==> src/rtl/core/era_pkg.sv <==
// shared constants, types and tables for the euler rotation accumulator
// no dependencies
package era_pkg;
  localparam int ANGLE_BITS = 16;
  localparam int FRAC_BITS = 16;
  localparam int ANGLE_W = 16;
  localparam int ENTRY_W = 18;
  localparam int CORDIC_STEPS = 24;
  localparam int CW = 34; // cordic datapath width
  localparam int MW = 24; // multiplier operand width
  localparam int PW = 2 * MW; // product width
  localparam logic signed [CW-1:0] CORDIC_GAIN = CW'(652032875);
  localparam logic signed [ENTRY_W-1:0] ENTRY_MAX = ENTRY_W'((1 <<< (FRAC_BITS + 1)) - 1);
  localparam logic signed [ENTRY_W-1:0] ENTRY_MIN = -ENTRY_W'(1 <<< (FRAC_BITS + 1));
  localparam logic signed [ENTRY_W-1:0] ONE_Q = ENTRY_W'(1 <<< FRAC_BITS);

  typedef logic signed [ENTRY_W-1:0] entry_t;

  function automatic logic signed [CW-1:0] atan_step(input logic [4:0] i);
    case (i)
      5'd0: atan_step = CW'(32'h20000000);
      5'd1: atan_step = CW'(32'h12E4051E);
      5'd2: atan_step = CW'(32'h09FB385B);
      5'd3: atan_step = CW'(32'h051111D4);
      5'd4: atan_step = CW'(32'h028B0D43);
      5'd5: atan_step = CW'(32'h0145D7E1);
      5'd6: atan_step = CW'(32'h00A2F61E);
      5'd7: atan_step = CW'(32'h00517C55);
      5'd8: atan_step = CW'(32'h0028BE53);
      5'd9: atan_step = CW'(32'h00145F2F);
      5'd10: atan_step = CW'(32'h000A2F98);
      5'd11: atan_step = CW'(32'h000517CC);
      5'd12: atan_step = CW'(32'h00028BE6);
      5'd13: atan_step = CW'(32'h000145F3);
      5'd14: atan_step = CW'(32'h0000A2FA);
      5'd15: atan_step = CW'(32'h0000517D);
      5'd16: atan_step = CW'(32'h000028BE);
      5'd17: atan_step = CW'(32'h0000145F);
      5'd18: atan_step = CW'(32'h00000A30);
      5'd19: atan_step = CW'(32'h00000518);
      5'd20: atan_step = CW'(32'h0000028C);
      5'd21: atan_step = CW'(32'h00000146);
      5'd22: atan_step = CW'(32'h000000A3);
      5'd23: atan_step = CW'(32'h00000051);
      default: atan_step = '0;
    endcase
  endfunction

  // saturate a wide sum into an entry
  function automatic entry_t clamp_entry(input logic signed [PW-1:0] v);
    if (v > PW'(ENTRY_MAX)) clamp_entry = ENTRY_MAX;
    else if (v < PW'(ENTRY_MIN)) clamp_entry = ENTRY_MIN;
    else clamp_entry = v[ENTRY_W-1:0];
  endfunction
endpackage

==> src/rtl/core/era_cordic.sv <==
// iterative cordic: one micro-rotation per cycle, CORDIC_STEPS of them per angle
// depends on era_pkg
module era_cordic (
  input  logic clk,
  input  logic rst,
  input  logic start,
  input  logic [era_pkg::ANGLE_W-1:0] angle,
  output logic done,
  output era_pkg::entry_t sin_q,
  output era_pkg::entry_t cos_q
);
  import era_pkg::*;

  logic signed [CW-1:0] x, y, z;
  logic [4:0] step;
  logic busy, flip;
  logic [31:0] turn, folded;
  logic signed [CW-1:0] xs, ys, xn, yn;

  assign turn = {angle[ANGLE_BITS-1:0], (32 - ANGLE_BITS)'(0)};
  assign folded = (turn >= 32'h40000000 && turn < 32'hC0000000) ?
                  turn - 32'h80000000 : turn;
  assign xs = x >>> step;
  assign ys = y >>> step;

  function automatic entry_t to_frac(input logic signed [CW-1:0] v);
    logic signed [CW-1:0] r;
    r = (v + CW'(1 <<< (29 - FRAC_BITS))) >>> (30 - FRAC_BITS);
    if (r > CW'(ONE_Q)) to_frac = ONE_Q;
    else if (r < -CW'(ONE_Q)) to_frac = -ONE_Q;
    else to_frac = r[ENTRY_W-1:0];
  endfunction

  assign xn = flip ? -x : x;
  assign yn = flip ? -y : y;
  assign sin_q = to_frac(yn);
  assign cos_q = to_frac(xn);

  always_ff @(posedge clk) begin
    if (rst) begin
      busy <= 1'b0;
      step <= '0;
      done <= 1'b0;
    end else if (start) begin
      done <= 1'b0;
      busy <= 1'b1;
      step <= '0;
      x <= CORDIC_GAIN;
      y <= '0;
      z <= CW'(signed'(folded));
      flip <= (turn >= 32'h40000000 && turn < 32'hC0000000);
    end else if (busy) begin
      if (z >= 0) begin
        x <= x - ys;
        y <= y + xs;
        z <= z - atan_step(step);
      end else begin
        x <= x + ys;
        y <= y - xs;
        z <= z + atan_step(step);
      end
      done <= (step == 5'(CORDIC_STEPS - 1));
      if (step == 5'(CORDIC_STEPS - 1)) begin
        busy <= 1'b0;
      end
      step <= step + 5'd1;
    end else begin
      done <= 1'b0;
    end
  end
endmodule

==> src/rtl/core/era_mac.sv <==
// shared rounding multiply-accumulate unit, one product per cycle
// depends on era_pkg
module era_mac (
  input  logic clk,
  input  logic en,
  input  logic clr,
  input  logic neg,
  input  logic signed [era_pkg::MW-1:0] a,
  input  logic signed [era_pkg::MW-1:0] b,
  output logic signed [era_pkg::PW-1:0] prod,
  output logic signed [era_pkg::PW-1:0] acc
);
  import era_pkg::*;

  logic signed [PW-1:0] p;
  assign p = (PW'(a) * PW'(b) + PW'(1 <<< (FRAC_BITS - 1))) >>> FRAC_BITS;
  assign prod = p;

  always_ff @(posedge clk) begin
    if (en) acc <= (clr ? '0 : acc) + (neg ? -p : p);
  end
endmodule

==> src/rtl/core/euler_rotation_accumulate.sv <==
// euler rotation accumulator top: sequencer, cordic, mac and matrix state
// depends on era_pkg, era_cordic, era_mac
//
// channel | dir | fields
// s_axis  | in  | tdata: roll[15:0], pitch[31:16], yaw[47:32]
// m_axis  | out | tdata: nine 18-bit entries r0c0..r2c2, 162 bits in 168
//
// an item passes through an accept, three cordic runs, the R schedule, the mac
// products for R*M and a store and offer step; items are taken one at a time,
// since there is a single cordic unit and a single multiplier
// reset restores the identity matrix; s_axis_tready is low while busy
// and while a result waits on m_axis
module euler_rotation_accumulate (
  input  logic clk,
  input  logic rst,
  input  logic s_axis_tvalid,
  output logic s_axis_tready,
  input  logic [47:0] s_axis_tdata, // roll_angle, pitch_angle, yaw_angle
  output logic m_axis_tvalid,
  input  logic m_axis_tready,
  output logic [167:0] m_axis_tdata // entry_r0c0 .. entry_r2c2, zero pad
);
  import era_pkg::*;

  typedef enum logic [5:0] {
    S_IDLE = 6'b000001, S_TRIG = 6'b000010, S_WAIT = 6'b000100,
    S_ROT = 6'b001000, S_MUL = 6'b010000, S_OUT = 6'b100000
  } state_t;

  state_t state;
  logic [47:0] angles;
  logic [1:0] ang_idx;
  entry_t sv [3], cv [3];
  entry_t rot [9], mat [9], nxt [9];
  logic [4:0] cnt;
  logic [1:0] ri, rj, rr;
  logic signed [PW-1:0] tmp;

  logic cstart, cdone;
  entry_t csin, ccos;
  era_cordic u_cordic (.clk, .rst, .start(cstart), .angle(angles[15:0]),
                       .done(cdone), .sin_q(csin), .cos_q(ccos));

  logic men, mclr, mneg;
  logic signed [MW-1:0] ma, mb;
  logic signed [PW-1:0] mprod, macc;
  era_mac u_mac (.clk, .en(men), .clr(mclr), .neg(mneg), .a(ma), .b(mb),
                 .prod(mprod), .acc(macc));

  // R schedule: each step multiplies a by b; tmp holds double products
  entry_t sp, cp, st, ct, ss, cs;
  assign sp = sv[0]; assign cp = cv[0];
  assign st = sv[1]; assign ct = cv[1];
  assign ss = sv[2]; assign cs = cv[2];
  logic tmp_src, wr_rot;
  logic [3:0] rot_idx;

  always_comb begin
    ma = '0; mb = '0; men = 1'b0; mclr = 1'b0; mneg = 1'b0;
    tmp_src = 1'b0; wr_rot = 1'b0; rot_idx = '0;
    if (state == S_ROT) begin
      men = 1'b1;
      case (cnt)
        5'd0: begin ma = MW'(ct); mb = MW'(cs); mclr = 1'b1; wr_rot = 1'b1; rot_idx = 4'd0; end
        5'd1: begin ma = MW'(ct); mb = MW'(ss); mclr = 1'b1; wr_rot = 1'b1; rot_idx = 4'd3; end
        5'd2: begin ma = MW'(sp); mb = MW'(ct); mclr = 1'b1; wr_rot = 1'b1; rot_idx = 4'd7; end
        5'd3: begin ma = MW'(cp); mb = MW'(ct); mclr = 1'b1; wr_rot = 1'b1; rot_idx = 4'd8; end
        5'd4: begin ma = MW'(sp); mb = MW'(st); men = 1'b0; end
        5'd5: begin ma = MW'(cp); mb = MW'(ss); mclr = 1'b1; mneg = 1'b1; end
        5'd6: begin ma = MW'(tmp); mb = MW'(cs); wr_rot = 1'b1; rot_idx = 4'd1; end
        5'd7: begin ma = MW'(cp); mb = MW'(cs); mclr = 1'b1; end
        5'd8: begin ma = MW'(tmp); mb = MW'(ss); wr_rot = 1'b1; rot_idx = 4'd4; end
        5'd9: begin ma = MW'(cp); mb = MW'(st); men = 1'b0; end
        5'd10: begin ma = MW'(sp); mb = MW'(ss); mclr = 1'b1; end
        5'd11: begin ma = MW'(tmp); mb = MW'(cs); wr_rot = 1'b1; rot_idx = 4'd2; end
        5'd12: begin ma = MW'(sp); mb = MW'(cs); mclr = 1'b1; mneg = 1'b1; end
        5'd13: begin ma = MW'(tmp); mb = MW'(ss); wr_rot = 1'b1; rot_idx = 4'd5; end
        default: men = 1'b0;
      endcase
      tmp_src = (cnt == 5'd4) || (cnt == 5'd9);
    end else if (state == S_MUL) begin
      men = 1'b1;
      mclr = (rr == 2'd0);
      ma = MW'(rot[4'(ri) * 4'd3 + 4'(rr)]);
      mb = MW'(mat[4'(rr) * 4'd3 + 4'(rj)]);
    end
  end

  assign cstart = (state == S_TRIG);
  assign s_axis_tready = (state == S_IDLE);
  // offered only once the last entry has landed in mat
  assign m_axis_tvalid = (state == S_OUT) && (cnt == 5'd29);
  always_comb begin
    m_axis_tdata = '0;
    for (int k = 0; k < 9; k++) m_axis_tdata[k*ENTRY_W +: ENTRY_W] = mat[k];
  end

  // pending write of previous mac result
  logic wr_pend, mul_pend;
  logic [3:0] wr_idx;

  always_ff @(posedge clk) begin
    if (rst) begin
      state <= S_IDLE;
      wr_pend <= 1'b0;
      mul_pend <= 1'b0;
      for (int k = 0; k < 9; k++) mat[k] <= (k % 4 == 0) ? ONE_Q : '0;
    end else begin
      wr_pend <= wr_rot;
      mul_pend <= (state == S_MUL) && (rr == 2'd2);
      if (wr_pend) rot[wr_idx] <= clamp_entry(macc);
      if (mul_pend) nxt[wr_idx] <= clamp_entry(macc);
      if (tmp_src) tmp <= mprod;
      if (wr_rot) wr_idx <= rot_idx;
      case (state)
        S_IDLE: if (s_axis_tvalid) begin
          angles <= s_axis_tdata;
          ang_idx <= '0;
          state <= S_TRIG;
        end
        S_TRIG: state <= S_WAIT;
        S_WAIT: if (cdone) begin
          sv[ang_idx] <= csin;
          cv[ang_idx] <= ccos;
          angles <= {16'd0, angles[47:16]};
          ang_idx <= ang_idx + 2'd1;
          if (ang_idx == 2'd2) begin
            state <= S_ROT;
            cnt <= '0;
          end else state <= S_TRIG;
        end
        S_ROT: begin
          if (cnt == 5'd15) begin
            rot[6] <= -st;
            state <= S_MUL;
            ri <= '0; rj <= '0; rr <= '0;
            cnt <= '0;
          end else cnt <= cnt + 5'd1;
        end
        S_MUL: begin
          if (rr == 2'd2) begin
            rr <= '0;
            wr_idx <= 4'(ri) * 4'd3 + 4'(rj);
            if (rj == 2'd2) begin
              rj <= '0;
              if (ri == 2'd2) state <= S_OUT;
              ri <= ri + 2'd1;
            end else rj <= rj + 2'd1;
          end else rr <= rr + 2'd1;
          cnt <= cnt + 5'd1;
        end
        S_OUT: begin
          // 27: last entry lands in nxt, 28: copy to mat, 29: offer
          if (cnt == 5'd27) cnt <= 5'd28;
          else if (cnt == 5'd28) begin
            mat <= nxt;
            cnt <= 5'd29;
          end else if (m_axis_tready) state <= S_IDLE;
        end
        default: state <= S_IDLE;
      endcase
    end
  end
endmodule
==> config.mk <==
export PLATFORM = sky130hd
export DESIGN_NAME = euler_rotation_accumulate
export DESIGN_NICKNAME = d
export VERILOG_FILES = /design/src/rtl/core/era_pkg.sv /design/src/rtl/core/era_cordic.sv /design/src/rtl/core/era_mac.sv /design/src/rtl/core/euler_rotation_accumulate.sv
export SDC_FILE = /design/constraint.sdc
export NUM_CORES = 2
export LEC_CHECK = 0
export ABC_AREA = 1
export BUFFER_PORTS_ARGS = -buffer_cell sky130_fd_sc_hd__buf_2
export CORE_MARGIN = 2
export CORE_UTILIZATION = 35
export CTS_CLUSTER_SIZE = 28
export DETAILED_ROUTE_END_ITERATION = 16
export PLACE_DENSITY = 0.49
export SYNTH_ARGS = -nofsm -noshare
export SYNTH_HDL_FRONTEND = slang
export SYNTH_SLANG_ARGS = --single-unit
==> constraint.sdc <==
create_clock -name clk -period 29.3 [get_ports clk]
set_clock_uncertainty 0.1 [all_clocks]
set_input_delay 2.93 -clock clk [delete_from_list [all_inputs] [get_ports clk]]
set_output_delay 2.93 -clock clk [all_outputs]
set_load 0.05 [all_outputs]
==> impl_metrics.toml <==
[synth]
avgSynthCellArea_um2 = 8.28
yosys.cell_types.count = 78
synthTopCellsByArea = "edfxtp_1, fa_1, nand2_1"
syn_area_um2 = 72800
ys_async_sr_fraction_pct = 0
synth-main-ff-cell = "edfxtp_1"
yosysWarnings = 0
synth-edff-count = 672
synth-seq-cells = 879
synth_top_area_share_pct = 27.7
synth_area_leader_cell = "edfxtp_1"
yosys-top-cells-count = "nand2_1, inv_1, nor2_1"
synthCells = 8788
synth_most_common_cell = "nand2_1"
seq_area_frac_synth_pct = 33.4

[pwr]
vdd_drop_max_mv = 0.0446
p_per_area_nw_per_um2 = 52.0
power.leakage_uw = 0.0360

[timing]
finalHoldWorstSlack_ns = 0.307
setup-violations-final = 0
tightest_slew_ns = 1.31
period_needed_ns = 14.43
rsz0062_at_grt = "false"
max_freq_mhz = 69.3
slew_headroom_pct = 12.6
min_period_over_period_pct = 49.3
fin_setup_tns_ns = 0
finalHoldViolations = 0
maxSlewViolCount = 0

[global_route]
grt_max_degree = 112
grt_pass1_wl_um = 372000
grt.overflow.total = 0
grtUsageTotal_pct = 22.9
antenna_found_initial = 9
grt_pass1_vias = 59800

[place]
hpwl_um = 188000
gp_congestion = 0.902
portBuffers = 215
dpl-instance-area_um2 = 77000

[final_layout]
nets = 9855
synthToLayoutAreaGrowth_pct = 10.5
drive_gt1_share_pct = 7.67
stdcell_area_um2 = 80400
final_core_util_pct = 38.9

[cts]
cts_tree = "built"
cts_hold_buf = 0
clkSinkCount = 879
insertion_delay_ns = 0.76
htree_levels = 3
clk_pin_slew_worst_paths_ns = 0.06
cts-root-buf = "clkbuf_16"
cts_buffers = 100
cts_resized = 0
cts_post_setup_buffers_inserted = 0
clk_path_buf_depth = 3

[critical_path]
crit_path_start_kind = "flop"
r2r_cells = 50
crit_path_frequent_cell = "nand2_1"
rrSetupSlack_ns = 14.87
critPathArrivalTime_ns = 14.82
crit_path_end_kind = "flop"
slowest_delay_ns = 0.75
slowest_stage = "clkinv_1"
rr_startpoint = "rj[1]"
crit_fanout = 31
critical_path_class = "reg2reg"
r2r_end = "u_mac.acc[42]"
crit_required_ns = 29.68

[die]
io_pins = 222
dieArea_um2 = 212000
core_um2 = 207000
die_x_um = 460
die_h_um = 460
initial_core_util_pct = 35.2
rows = 167

[worst_hold_path]
min_to = "m_axis_tdata[25]"
min_delay_path_depth = 2
hold_path_class = "reg2reg"
worstHoldStart = "nxt[133]"

[detailed_routing]
drc = 0
first_pass_iters = 8
vias = 59600
wl_per_cell_um = 20.9
drt_iter0_markers = 5005
routed_wirelength_um = 244000
drtAntennaViolNets = 0
vias_per_cell = 5.10

[outcome]
outcome = "complete, no violations"

[job]
maxCapViolCount = 0
## worst max path at each step
stage	depth (start not counted)	endpoint	slack, ns	start
after floorplan	52	u_mac.acc[47]	17.57	rr[1]
after global placement	48	u_mac.acc[47]	14.90	rj[1]
after detailed placement	48	u_mac.acc[47]	14.93	rr[0]
after CTS	48	u_mac.acc[47]	14.88	rr[0]
after global routing	53	u_mac.acc[42]	13.84	rr[0]
final	50	u_mac.acc[42]	14.87	rj[1]
## metrics by stage
step | std cells | worst slack (ns) | total power, uW
2_1_floorplan | 8793 | 17.57 | 2500
3_3_place_gp | 11500 | 14.90 | 2890
3_5_place_dp | 11500 | 14.93 | 2890
4_1_cts | 11700 | 14.88 | 4210
5_1_grt | 11700 | 13.84 | 4440
6_report | 11700 | 14.87 | 4180
## power breakdown
part	total, uW	internal (uW)	switching, uW
registers	1500	1460	38.6
clock network	1310	746	563
logic	1370	446	928
total	4180	2650	1530
## routing by layer
metal  share of wire (%)  up-vias  GRT usage, %
li1                    -    28600             -
met1                  47    29100          32.9
met2                  46     1544          36.8
met3                 5.4      294          2.77
met4                 2.2        2          5.05
met5              0.0029        -             0
## layout make-up
type,instances,area (um^2)
Antenna cell,5,12.5
Clock buffer,129,2740
Clock inverter,56,653
Fill cell,21300,126000
Inverter,1574,5920
Multi-Input combinational cell,6007,41500
Sequential cell,879,24300
Tap cell,2704,3380
Timing Repair Buffer,325,1900
## logic make-up after synthesis
group / count (synthesis) / synth area share (%)
AOI/OAI and AO/OA: 1696 / 13.2
xor gates and xnor gates: 269 / 3.37
adders and majority gates: 916 / 22.0
buffers and inverters: 1907 / 10.0
DFF: 879 / 33.4
muxes: 35 / 0.481
other: 1 / 0.00515
and+or+nand+nor: 3085 / 17.5
## critical path: cells and delay by family (launching register included)
family / cells / cell delay [ns]
adders and majority gates: 12 / 5.38
AOI/OAI and AO/OA: 13 / 3.99
and+or+nand+nor: 15 / 2.11
buffers and inverters: 8 / 1.91
DFF: 1 / 0.50
xor gates and xnor gates: 2 / 0.18
## placed cells by master, fill, tap and decap left out, types with 35 or more instances in the layout
cell / count
inv_1: 1543
ha_1: 311
buf_4: 110
mux2i_1: 35
edfxtp_1: 672
o21a_1: 51
o211ai_1: 60
o21ai_0: 605
a21oi_1: 599
nor3_1: 74
buf_2: 215
xor2_1: 169
or2_2: 38
nand3_1: 234
clkbuf_16: 101
nor4_1: 37
nand2_1: 1674
nand4_1: 62
fa_1: 603
nor2_1: 855
o21ai_1: 45
dfxtp_1: 203
a31oi_1: 73
xnor2_1: 90
## sequential cells by signal (all words and copies together) (netlist names), 34 cells and up, named ones only
signal        cells
m_axis_tdata    162
u_cordic.z       34
u_cordic.y       34
cv               54
angles           48
nxt             162
u_mac.acc        48
u_cordic.x       34
sv               54
rot             162
Power figures use the tool's default switching activity.
